--- config.mk ---
export PLATFORM = sky130hd
export DESIGN_NAME = rsi_digit_lookup
export DESIGN_NICKNAME = d
export VERILOG_FILES = /design/src/hdl/rsi_pkg.sv /design/src/hdl/rsi_digit_lookup.sv
export SDC_FILE = /design/constraint.sdc
export NUM_CORES = 1
export LEC_CHECK = 0
export ABC_AREA = 0
export BUFFER_PORTS_ARGS = -buffer_cell sky130_fd_sc_hd__buf_2
export CAP_MARGIN = 20
export CORE_MARGIN = 3
export CORE_UTILIZATION = 30
export DETAILED_ROUTE_END_ITERATION = 16
export PLACE_DENSITY = 0.7
export SYNTH_ARGS = -nofsm -noshare
export SYNTH_HDL_FRONTEND = slang
export SYNTH_SLANG_ARGS = --single-unit
--- constraint.sdc ---
create_clock -name vclk -period 2.9
set_input_delay 0.435 -clock vclk [all_inputs]
set_output_delay 0.435 -clock vclk [all_outputs]
set_load 0.02 [all_outputs]
--- src/hdl/rsi_pkg.sv ---
// ----------------------------------------------------------------------------
// rsi_pkg - shared definitions of the radix string to integer unit
// Character codes, register indexes, parse phases and the digit lookup result.
// ----------------------------------------------------------------------------
package rsi_pkg;

  localparam int CHAR_W     = 8;
  localparam int NUM_SYMS   = 32;
  localparam int ALPHA_BITS = NUM_SYMS * CHAR_W;
  localparam int CFG_W      = 64;
  localparam int CFG_IDX_W  = 3;
  localparam int LEN_W      = 6;
  localparam int DIGIT_W    = 5;

  localparam logic [CFG_IDX_W-1:0] REG_BASE_LENGTH  = 3'd0;
  localparam logic [CFG_IDX_W-1:0] REG_BASE_CHARS_0 = 3'd1;
  localparam logic [CFG_IDX_W-1:0] REG_BASE_CHARS_1 = 3'd2;
  localparam logic [CFG_IDX_W-1:0] REG_BASE_CHARS_2 = 3'd3;
  localparam logic [CFG_IDX_W-1:0] REG_BASE_CHARS_3 = 3'd4;

  localparam logic [CHAR_W-1:0] CH_NUL   = 8'h00;
  localparam logic [CHAR_W-1:0] CH_TAB   = 8'h09;
  localparam logic [CHAR_W-1:0] CH_LF    = 8'h0A;
  localparam logic [CHAR_W-1:0] CH_VT    = 8'h0B;
  localparam logic [CHAR_W-1:0] CH_FF    = 8'h0C;
  localparam logic [CHAR_W-1:0] CH_CR    = 8'h0D;
  localparam logic [CHAR_W-1:0] CH_SPACE = 8'h20;
  localparam logic [CHAR_W-1:0] CH_PLUS  = 8'h2B;
  localparam logic [CHAR_W-1:0] CH_MINUS = 8'h2D;

  typedef enum logic [1:0] {
    PH_SPACE,
    PH_SIGN,
    PH_DIGIT,
    PH_DONE
  } phase_e;

  typedef logic [ALPHA_BITS-1:0] alpha_t;

  typedef struct packed {
    logic               hit;
    logic [DIGIT_W-1:0] index;
  } digit_t;

  function automatic logic is_blank(logic [CHAR_W-1:0] c);
    return c inside {CH_TAB, CH_LF, CH_VT, CH_FF, CH_CR, CH_SPACE};
  endfunction

endpackage

--- src/hdl/rsi_digit_lookup.sv ---
// ----------------------------------------------------------------------------
// rsi_digit_lookup - character to digit index
// Parallel compare of one character against the active alphabet symbols.
// ----------------------------------------------------------------------------
module rsi_digit_lookup #(
  parameter int MAX_RADIX = 32
) (
  input  logic [rsi_pkg::CHAR_W-1:0] char_i,
  input  rsi_pkg::alpha_t            alpha_i,
  input  logic [rsi_pkg::LEN_W-1:0]  len_i,
  output rsi_pkg::digit_t            digit_o
);
  import rsi_pkg::*;

  // Scan downward so the lowest matching position wins.
  always_comb begin
    digit_o = '0;
    for (int i = MAX_RADIX - 1; i >= 0; i--) begin
      if (char_i != CH_NUL && LEN_W'(i) < len_i &&
          alpha_i[CHAR_W*i +: CHAR_W] == char_i) begin
        digit_o.hit   = 1'b1;
        digit_o.index = DIGIT_W'(i);
      end
    end
  end

endmodule

# [Word-level counts from Yosys, hierarchy flattened]
# Cells that the tools add are included.
[totals] word_cells=161 inputBits=270 output_inout_bits=6 reg_bits=0
[classes] magnitude_cmp=32 n_eq_ne=32 n_mux=32 n_reduce_logical=65
[ops] op="$eq 8x8->1" n=32
[ops] op="$mux 6" n=32
[ops] op="$lt 5x6->1 const A" n=16
[ops] op="$logic_and 1x1->1" n=64
[ops] op="$lt 4x6->1 const A" n=8
[ops] op="$lt 3x6->1 const A" n=4
[ops] op="$lt 1x6->1 const A" n=2
[ops] op="$lt 2x6->1 const A" n=2
[ops] op="$reduce_bool 8->1" n=1

# [Logic depth before layout (Yosys ltp)]
# Gate-level depths: netlist of run 1.
[depth] word_depth=35 depth_mapped=11 ltp_nobuf=8

# [Worst setup path before layout of run 1]
# Ideal clock, no wire load.
[synth_path] path_kind="input to output" startpoint="input len_i[4] (netlist bit)" endpoint="output digit_o[4] (netlist bit)" n_path_buf=1 required_ps=2465 t_arrival_ps=2271 cell_stages=8 slack_ps=194 cell_sequence="buf_4 > or4b_1 > nor2_1 > and4b_1 > a21oi_1 > and2_1 > nand2_1 > nor3_1"
[synth_rtl] element="start: declaration" line="rsi_digit_lookup.sv:10" rtl="input logic [rsi_pkg::LEN_W-1:0] len_i,"
[synth_rtl] element="end: declaration" line="rsi_digit_lookup.sv:11" rtl="output rsi_pkg::digit_t digit_o"

==> flow_metrics.py, run 1 <==
metrics = {
    "outcome": {
        "status": "finished, violations left",
        "violations": "negative setup slack",
    },
    "sta": {
        "rsz0062_at_grt": "true",
        "min_period_ns": 2.98,
        "setup_ws_ns": -0.0824,
        "slew_headroom_pct": 63.9,
        "slew_viol_final": 0,
        "worst_pin_slew_ns": 0.536,
        "finalSetupViolations": 2,
        "fin_crit_sh_pct": 103,
        "fmax_ghz": 0.335,
        "hold_viol_final": 0,
    },
    "critical_path": {
        "crit_chain": "buf_2, buf_4, or3_1, a21boi_0, and4b_1, buf_4, a21oi_2, and2_4, nand3_1, a31oi_1, buf_2",
        "required_ns": 2.47,
        "crit_type": "in -> out",
        "slowest_delay_ns": 0.41,
        "slowest_stage": "or3_1",
        "critPathMaxFanout": 6,
        "critPathBufInv": 4,
        "crit_family": "simple AND/OR/NAND/NOR gates",
        "critPathLaunchType": "primary input",
        "cp-end-kind": "output port",
        "arrival_ns": 2.55,
    },
    "floorplan": {
        "dieArea_um2": 15100,
        "start_util_pct": 30.8,
        "row_count": 42,
        "core_um2": 13300,
        "pin_count": 276,
        "fp.dieH_um": 123,
        "die_width_um": 123,
    },
    "finish": {
        "layout_common_cells": "263 x buf_2, 130 x xnor2_1, 116 x xor2_1",
        "nClkBuffers": 0,
        "final_util_pct": 54.2,
        "fin_nets": 1179,
        "final_common_cell": "buf_2",
        "seq_area_um2": 0,
        "antennaDiodeCount": 0,
        "postLayoutCellArea_um2": 7200,
        "area_growth_pct": 75.7,
        "seq_cell_count": 0,
        "final_layout_size_suffix_gt1_share_pct": 55.1,
    },
    "synth": {
        "ys_warn_count": 0,
        "synth.avg_cell_area_um2": 7.70,
        "yosysSeqAreaShare_pct": 0,
        "synth_nets": 802,
        "netlist_instances": 532,
        "synth_cell_types": 58,
        "syn-cell-area_um2": 4100,
    },
    "hold_path": {
        "whs_endpoint": "digit_o[0]",
        "hold_depth": 6,
        "hp-start": "alpha_i[6]",
        "hold_class": "in -> out",
    },
    "grt": {
        "grt_pass1_wl_mm": 26.9,
        "grt_max_degree": 15,
        "grt_pass1_vias": 5360,
        "grt.total_usage_pct": 22.6,
        "overflow": 0,
        "antenna_found_initial": 0,
    },
    "pwr": {
        "ir_drop_mv": 0.0813,
        "p_leak_nw": 3.24,
        "powerDensity_nw_per_um2": 139,
    },
    "placement": {
        "dp_hpwl_mm": 15.5,
        "dpl_cell_area_um2": 6300,
        "gp_congestion": 0.954,
        "io_buffers": 276,
    },
    "detailed_routing": {
        "routed_via_density": 4.92,
        "firstDrtPassIters": 4,
        "drt_iter0_markers": 192,
        "vias": 5325,
        "wl_per_cell_um": 17.4,
        "drc_errors": 0,
        "wl_mm": 18.8,
        "detail-route-antenna-nets": 0,
    },
    "flow_run": {
        "maxCapViolCount": 0,
    },
}
[cell families (layout without fill, tap and decap cells)]
| family | after synthesis | count (layout) | synth area share, % |
|---|---|---|---|
| AO/OA/AOI/OAI | 58 | 58 | 9.62 |
| buffers and inverters | 40 | 415 | 9.28 |
| AND/OR/NAND/NOR | 178 | 178 | 26.0 |
| XOR/XNOR | 256 | 256 | 55.1 |
[per-layer routing]
metal	global-route usage, %	wire (um)	vias up
met5	0	0	-
met4	4.48	290	0
met3	3.20	1640	24
met2	41.3	9350	250
met1	28.1	7540	2432
li1	-	-	2619
[timing repair]
item / 4_1_cts / 5_1_grt
setup endpoints to repair: 6 / 6
gates resized for setup: 74 / 70
cloned: 3 / 0
hold buffers: 0 / 0
pin swaps: 35 / 28
setup buffers: 13 / 9
[area by class of cell]
| type | count | area, um^2 |
|---|---|---|
| Fill cell | 1245 | 6090 |
| Inverter | 2 | 7.51 |
| Multi-Input combinational cell | 492 | 4180 |
| Tap cell | 176 | 220 |
| Timing Repair Buffer | 413 | 2790 |
[worst max path at each step]
stage                          from          to  slack [ns]  depth (start not counted)
after detailed placement  char_i[4]  digit_o[2]       -0.37                         12
after CTS                 char_i[5]  digit_o[2]       -0.09                         12
after floorplan            len_i[4]  digit_o[4]        0.19                          8
after global placement    char_i[4]  digit_o[2]       -0.38                         12
final                      len_i[5]  digit_o[2]       -0.08                         11
after global routing      char_i[2]  digit_o[2]       -0.18                         10
[power by group]
group	total [mW]	switching [mW]	leakage, nW	internal [mW]
combinational	1.00	0.463	3.24	0.537
sequential	0	0	0	0
clock	0	0	0	0
total	1.00	0.463	3.24	0.537
[through the flow]
step / setup TNS, ns / hold WS, ns / instances / setup WS (ns) / power [mW]
6_report: -0.142 / 1.54 / 1083 / -0.0824 / 1.00
5_1_grt: -0.637 / 1.60 / 1083 / -0.180 / 1.08
4_1_cts: -0.0943 / 1.50 / 1075 / -0.0943 / 0.957
3_5_place_dp: -1.87 / 1.54 / 1059 / -0.372 / 0.878
3_3_place_gp: -1.81 / 1.53 / 1059 / -0.379 / 0.871
2_1_floorplan: 0 / 1.29 / 532 / 0.194 / 0.488
[worst min-delay path, delay by kind of cell]
kind | cells | cell delay (ns)
compound gates | 1 | 0.08
xor+xnor | 1 | 0.06
buf+inv | 2 | 0.25
simple gates | 2 | 0.28
[cells in the mapped netlist (all sizes together), types with 2 or more instances]
cell / count / share of area (%)
nor4: 38 / 7.0
o211a: 3 / 0.73
a2111oi: 2 / 0.43
o211ai: 5 / 0.92
o31ai: 2 / 0.37
o41ai: 2 / 0.43
nand4: 42 / 6.4
xor2: 120 / 26
or3: 3 / 0.46
o21a: 3 / 0.55
buf: 38 / 9.1
o21ai: 14 / 1.7
and2: 4 / 0.67
nor3b: 2 / 0.37
a21boi: 2 / 0.37
nand2: 27 / 2.6
and4b: 2 / 0.49
o41a: 2 / 0.55
a31oi: 5 / 0.76
nor2: 20 / 1.9
nor2b: 3 / 0.46
inv: 2 / 0.18
nor3: 11 / 1.5
nand2b: 3 / 0.46
xnor2: 136 / 29
nand3: 13 / 1.7
a21oi: 10 / 1.2
a211o: 2 / 0.43
Power figures use the tool's default switching activity.
==> inputs of run 2 (changes only) <==
--- a/config.mk
+++ b/config.mk
@@ -11,7 +11,7 @@
 export CORE_MARGIN = 3
 export CORE_UTILIZATION = 30
 export DETAILED_ROUTE_END_ITERATION = 16
-export PLACE_DENSITY = 0.7
+export PLACE_DENSITY = 0.72
 export SYNTH_ARGS = -nofsm -noshare
 export SYNTH_HDL_FRONTEND = slang
 export SYNTH_SLANG_ARGS = --single-unit
==> constraint.sdc (replaced) <==
create_clock -name vclk -period 2.4
set_input_delay 0.36 -clock vclk [all_inputs]
set_output_delay 0.36 -clock vclk [all_outputs]
set_load 0.02 [all_outputs]
==> run 2 against run 1 <==
  * The run still ends with negative setup slack left
  * Total power rose by 31%
  * Global-route usage rose by 1.5 points
  * Sequential share of layout area did not move
  * Via count rose by 2.5%
  * Critical path type unchanged
  * Critical endpoint is now digit_o[0]
  * Highest routed layer is now met5
==> flow_metrics.py, run 2 (synthesis gave the netlist of run 1 again) <==
metrics = {
    "critical_path": {
        "crit_type": "in -> out",
        "crit_chain": "buf_8, buf_6, nor4_4, buf_4, buf_6, a22oi_2, buf_4, and3b_1, o211ai_1, a211o_1, a31oi_1, nor3_2, buf_4",
        "cpMostUsedCell": "buf_4",
        "crit_family": "buffers and inverters",
        "required_ns": 2.04,
        "slowest_stage": "nor4_4",
        "critPathMaxFanout": 4,
        "slowest_delay_ns": 0.32,
        "arrival_ns": 2.39,
        "cp-end-kind": "output port",
        "critPathBufInv": 6,
        "critPathLaunchType": "primary input",
    },
    "pwr": {
        "ir_drop_mv": 0.107,
        "p_sw_mw": 0.599,
        "p_sw_share_pct": 45.9,
        "p_leak_nw": 3.48,
        "powerDensity_nw_per_um2": 172,
        "p_int_mw": 0.706,
        "total_power_mw": 1.31,
        "power_frac_seq_pct": 0,
        "clkPwrFrac_pct": 0,
        "pwr-share-comb_pct": 100.0,
    },
    "outcome": {
        "status": "finished, violations left",
        "violations": "negative setup slack",
    },
    "detailed_routing": {
        "wl_per_cell_um": 17.6,
        "drt_iter0_markers": 175,
        "vias": 5458,
        "firstDrtPassIters": 4,
        "routed_via_density": 4.93,
        "drc_errors": 0,
        "detail-route-antenna-nets": 0,
        "wl_mm": 19.5,
    },
    "grt": {
        "antenna_found_initial": 1,
        "grt_max_degree": 17,
        "grt.total_usage_pct": 24.0,
        "grt_pass1_wl_mm": 28.7,
        "grt_pass1_vias": 5880,
        "overflow": 0,
    },
    "placement": {
        "dpl.cell_count": 1071,
        "io_buffers": 276,
        "dpl_cell_area_um2": 6470,
        "dp_worst_setup_slack_ns": -0.609,
        "dp_hpwl_mm": 15.6,
        "gp_congestion": 0.915,
    },
    "sta": {
        "hold_viol_final": 0,
        "tns_ns": -1.87,
        "fmax_ghz": 0.364,
        "min_period_ns": 2.75,
        "rsz0062_at_grt": "true",
        "setup_ws_ns": -0.348,
        "slew_headroom_pct": 72.0,
        "hold_slack_ns": 1.50,
        "fin_crit_sh_pct": 115,
        "finalSetupViolations": 6,
        "worst_pin_slew_ns": 0.417,
        "slew_viol_final": 0,
    },
    "finish": {
        "final_util_pct": 57.2,
        "final_common_cell": "buf_2",
        "postLayoutCellArea_um2": 7610,
        "fin_nets": 1203,
        "antennaDiodeCount": 0,
        "seq_cell_count": 0,
        "layout_common_cells": "261 x buf_2, 130 x buf_4, 123 x xnor2_1",
        "seq_area_um2": 0,
        "final_layout_size_suffix_gt1_share_pct": 57.5,
        "area_growth_pct": 85.6,
        "fillers": 1162,
        "nClkBuffers": 0,
        "final_cell_count_no_fill": 1107,
    },
    "floorplan": {
        "pin_count": 276,
        "dieArea_um2": 15100,
        "row_count": 42,
        "start_util_pct": 30.8,
        "core_um2": 13300,
        "die_width_um": 123,
        "fp.dieH_um": 123,
    },
    "flow_run": {
        "maxCapViolCount": 0,
    },
    "hold_path": {
        "hold_class": "in -> out",
    },
}
run 2: cell types whose count changed in the layout (fill, tap and decap cells not counted), moves of 4 or more:
cell     before  now
nor4_1       20   13
buf_4       109  130
xnor2_1     130  123
buf_6        21   13
nor4_2       14   18
xnor2_2       6   12
buf_12       14   19
buf_8         3    7
run 2: cell type report:
cell class         count  area [um^2]  share of cell area [%]
well taps            176          220                    2.90
repair buffers       437         3110                    40.8
multi-input cells    492         4270                    56.2
inverters              2         7.51                  0.0987
run 2: power groups by stage:
stage | combinational [mW] | sequential, mW | clock, mW
4_1_cts | 1.26 | 0 | 0
3_3_place_gp | 1.07 | 0 | 0
6_report | 1.31 | 0 | 0
3_5_place_dp | 1.09 | 0 | 0
2_1_floorplan | 0.594 | 0 | 0
5_1_grt | 1.39 | 0 | 0
run 2: final timing paths:
check	startpoint	to	depth (start not counted)
max	char_i[2]	digit_o[0]	13
min	alpha_i[37]	digit_o[0]	8
run 2: repair_timing:
item                                    CTS  global route
hold buffers                              0             0
endpoints found under the setup margin    6             6
resized for setup                       123            34
hold endpoints to repair                  0             0
setup buffers                            22             8
pin swaps                                50            17
gates cloned                              6             0
run 2: metal layers:
layer	routed length [um]	global-route usage [%]	up-vias
li1	-	-	2667
met1	7670	28.3	2520
met2	10000	45.3	235
met3	1380	3.34	34
met4	404	6.16	2
met5	13	0	-
==> inputs of run 3 (changes only) <==
--- a/config.mk
+++ b/config.mk
@@ -9,9 +9,9 @@
 export BUFFER_PORTS_ARGS = -buffer_cell sky130_fd_sc_hd__buf_2
 export CAP_MARGIN = 20
 export CORE_MARGIN = 3
-export CORE_UTILIZATION = 30
+export CORE_UTILIZATION = 40
 export DETAILED_ROUTE_END_ITERATION = 16
-export PLACE_DENSITY = 0.72
+export PLACE_DENSITY = 0.89
 export SYNTH_ARGS = -nofsm -noshare
 export SYNTH_HDL_FRONTEND = slang
 export SYNTH_SLANG_ARGS = --single-unit
==> run 3 against run 2 <==
  * Count of clock-buffer cells in the layout did not move
  * Sequential share of layout area did not move
  * The run still ends with negative setup slack left
  * Die area fell by 24%
  * Core utilization rose by 16 points
  * Worst setup slack got worse by 0.15 ns
  * First-iteration DRC count rose to 3.8 times the previous value
==> flow_metrics.py, run 3 (synthesis gave the netlist of run 1 again) <==
metrics = {
    "grt": {
        "grt_max_degree": 17,
        "grt_pass1_vias": 5788,
        "overflow": 0,
        "grt_pass1_wl_mm": 28.9,
        "grt.total_usage_pct": 31.1,
        "antenna_found_initial": 2,
    },
    "critical_path": {
        "crit_type": "in -> out",
        "arrival_ns": 2.54,
        "critPathMaxFanout": 5,
        "crit_chain": "buf_8, buf_12, buf_6, xnor2_2, o211ai_1, or3_4, buf_6, o21a_1, o21ai_1, a21o_1, a21oi_2, o21ai_2, buf_6",
        "required_ns": 2.04,
        "cpMostUsedCell": "buf_6",
        "slowest_stage": "or3_4",
        "critPathLaunchType": "primary input",
        "slowest_delay_ns": 0.42,
        "cp-end-kind": "output port",
    },
    "detailed_routing": {
        "wl_per_cell_um": 19.4,
        "drt_iter0_markers": 657,
        "detail-route-antenna-nets": 0,
        "vias": 5743,
        "firstDrtPassIters": 7,
        "drc_errors": 0,
        "routed_via_density": 5.55,
        "wl_mm": 20.1,
    },
    "finish": {
        "seq_area_um2": 0,
        "area_growth_pct": 75.1,
        "fillers": 693,
        "multiInputGateArea_um2": 4220,
        "nClkBuffers": 0,
        "seq_cell_count": 0,
        "fin_nets": 1173,
        "final_common_cell": "buf_2",
        "layout_common_cells": "259 x buf_2, 125 x xnor2_1, 118 x xor2_1",
        "final_layout_size_suffix_gt1_share_pct": 54.8,
    },
    "pwr": {
        "p_leak_nw": 3.26,
        "powerDensity_nw_per_um2": 172,
        "p_sw_share_pct": 47.7,
        "power_frac_seq_pct": 0,
        "pwr-share-comb_pct": 100.0,
        "clkPwrFrac_pct": 0,
        "ir_drop_mv": 0.136,
        "total_power_mw": 1.23,
        "p_sw_mw": 0.588,
        "p_int_mw": 0.646,
    },
    "hold_path": {
        "hp-start": "alpha_i[5]",
        "hold_depth": 6,
        "hold_class": "in -> out",
        "whs_endpoint": "digit_o[0]",
    },
    "clocking": {
        "cts_hold_buf": 0,
    },
    "floorplan": {
        "pin_count": 276,
        "fp.dieH_um": 107,
        "core_um2": 9860,
        "start_util_pct": 41.6,
        "row_count": 36,
        "dieArea_um2": 11500,
        "die_width_um": 107,
    },
    "sta": {
        "tns_ns": -2.39,
        "worst_pin_slew_ns": 0.533,
        "setup_ws_ns": -0.498,
        "fin_crit_sh_pct": 121,
        "min_period_ns": 2.90,
        "slew_headroom_pct": 64.4,
        "slew_viol_final": 0,
        "fmax_ghz": 0.345,
        "hold_viol_final": 0,
        "finalSetupViolations": 6,
        "rsz0062_at_grt": "true",
    },
    "outcome": {
        "violations": "negative setup slack",
        "status": "finished, violations left",
    },
    "placement": {
        "gp_congestion": 0.941,
        "io_buffers": 276,
        "dp_hpwl_mm": 15.2,
    },
    "flow_run": {
        "maxCapViolCount": 0,
    },
}
==> run 3: metal layers <==
metal  vias up  global-route usage, %  share of wire (%)
li1       2608                      -                  -
met1      2593                   35.8                 36
met2       438                   57.6                 50
met3       102                   5.48                9.4
met4         2                   10.1                4.6
met5         -                      0              0.095
==> run 3: cell type report <==
type / count / share of cell area (%)
antenna: 1 / 0.0349
inverter: 2 / 0.105
multi-input combinational: 492 / 58.8
tap: 133 / 2.32
timing repair buffer: 407 / 38.8
==> run 3: timing repair <==
action | 4_1_cts | 5_1_grt
pin swaps | 35 | 37
setup buffers | 11 | 6
setup endpoints to repair | 6 | 6
gates cloned | 2 | 0
resized for setup | 103 | 44
==> run 3: critical path: cells and delay by family <==
kind | cells | cell delay (ns)
simple gates | 1 | 0.42
buf+inv | 5 | 0.65
xor+xnor | 1 | 0.19
compound gates | 6 | 0.92
==> run 3: per-stage QoR <==
stage / utilization, % / setup slack [ns] / instances / cell area [um^2] / hold slack (ns)
after global routing: 72.7 / -0.554 / 1035 / 7180 / 1.47
after floorplan: - / -0.0585 / 532 / 4130 / 1.15
after global placement: 64.3 / -0.541 / 1017 / 6340 / 1.39
final: 72.7 / -0.498 / 1035 / 7180 / 1.38
after CTS: 70.1 / -0.385 / 1030 / 6920 / 1.37
after detailed placement: 64.3 / -0.535 / 1017 / 6340 / 1.39
==> run 3: power by group through the flow <==
stage	logic (mW)	clock network, mW	registers, mW
detailed placement	1.07	0	0
CTS	1.17	0	0
global route	1.31	0.0000000557	0
floorplan	0.594	0	0
global placement	1.05	0	0
finish	1.23	0.0000000557	0
==> run 3: worst max-delay path by stage <==
stage              start    endpoint  slack, ns  cells after the start
2_1_floorplan  char_i[0]  digit_o[0]      -0.06                      9
3_3_place_gp   char_i[5]  digit_o[0]      -0.54                     11
6_report       char_i[2]  digit_o[1]      -0.50                     13
5_1_grt         len_i[5]  digit_o[0]      -0.55                      9
3_5_place_dp   char_i[5]  digit_o[0]      -0.54                     11
4_1_cts        char_i[4]  digit_o[0]      -0.39                     11
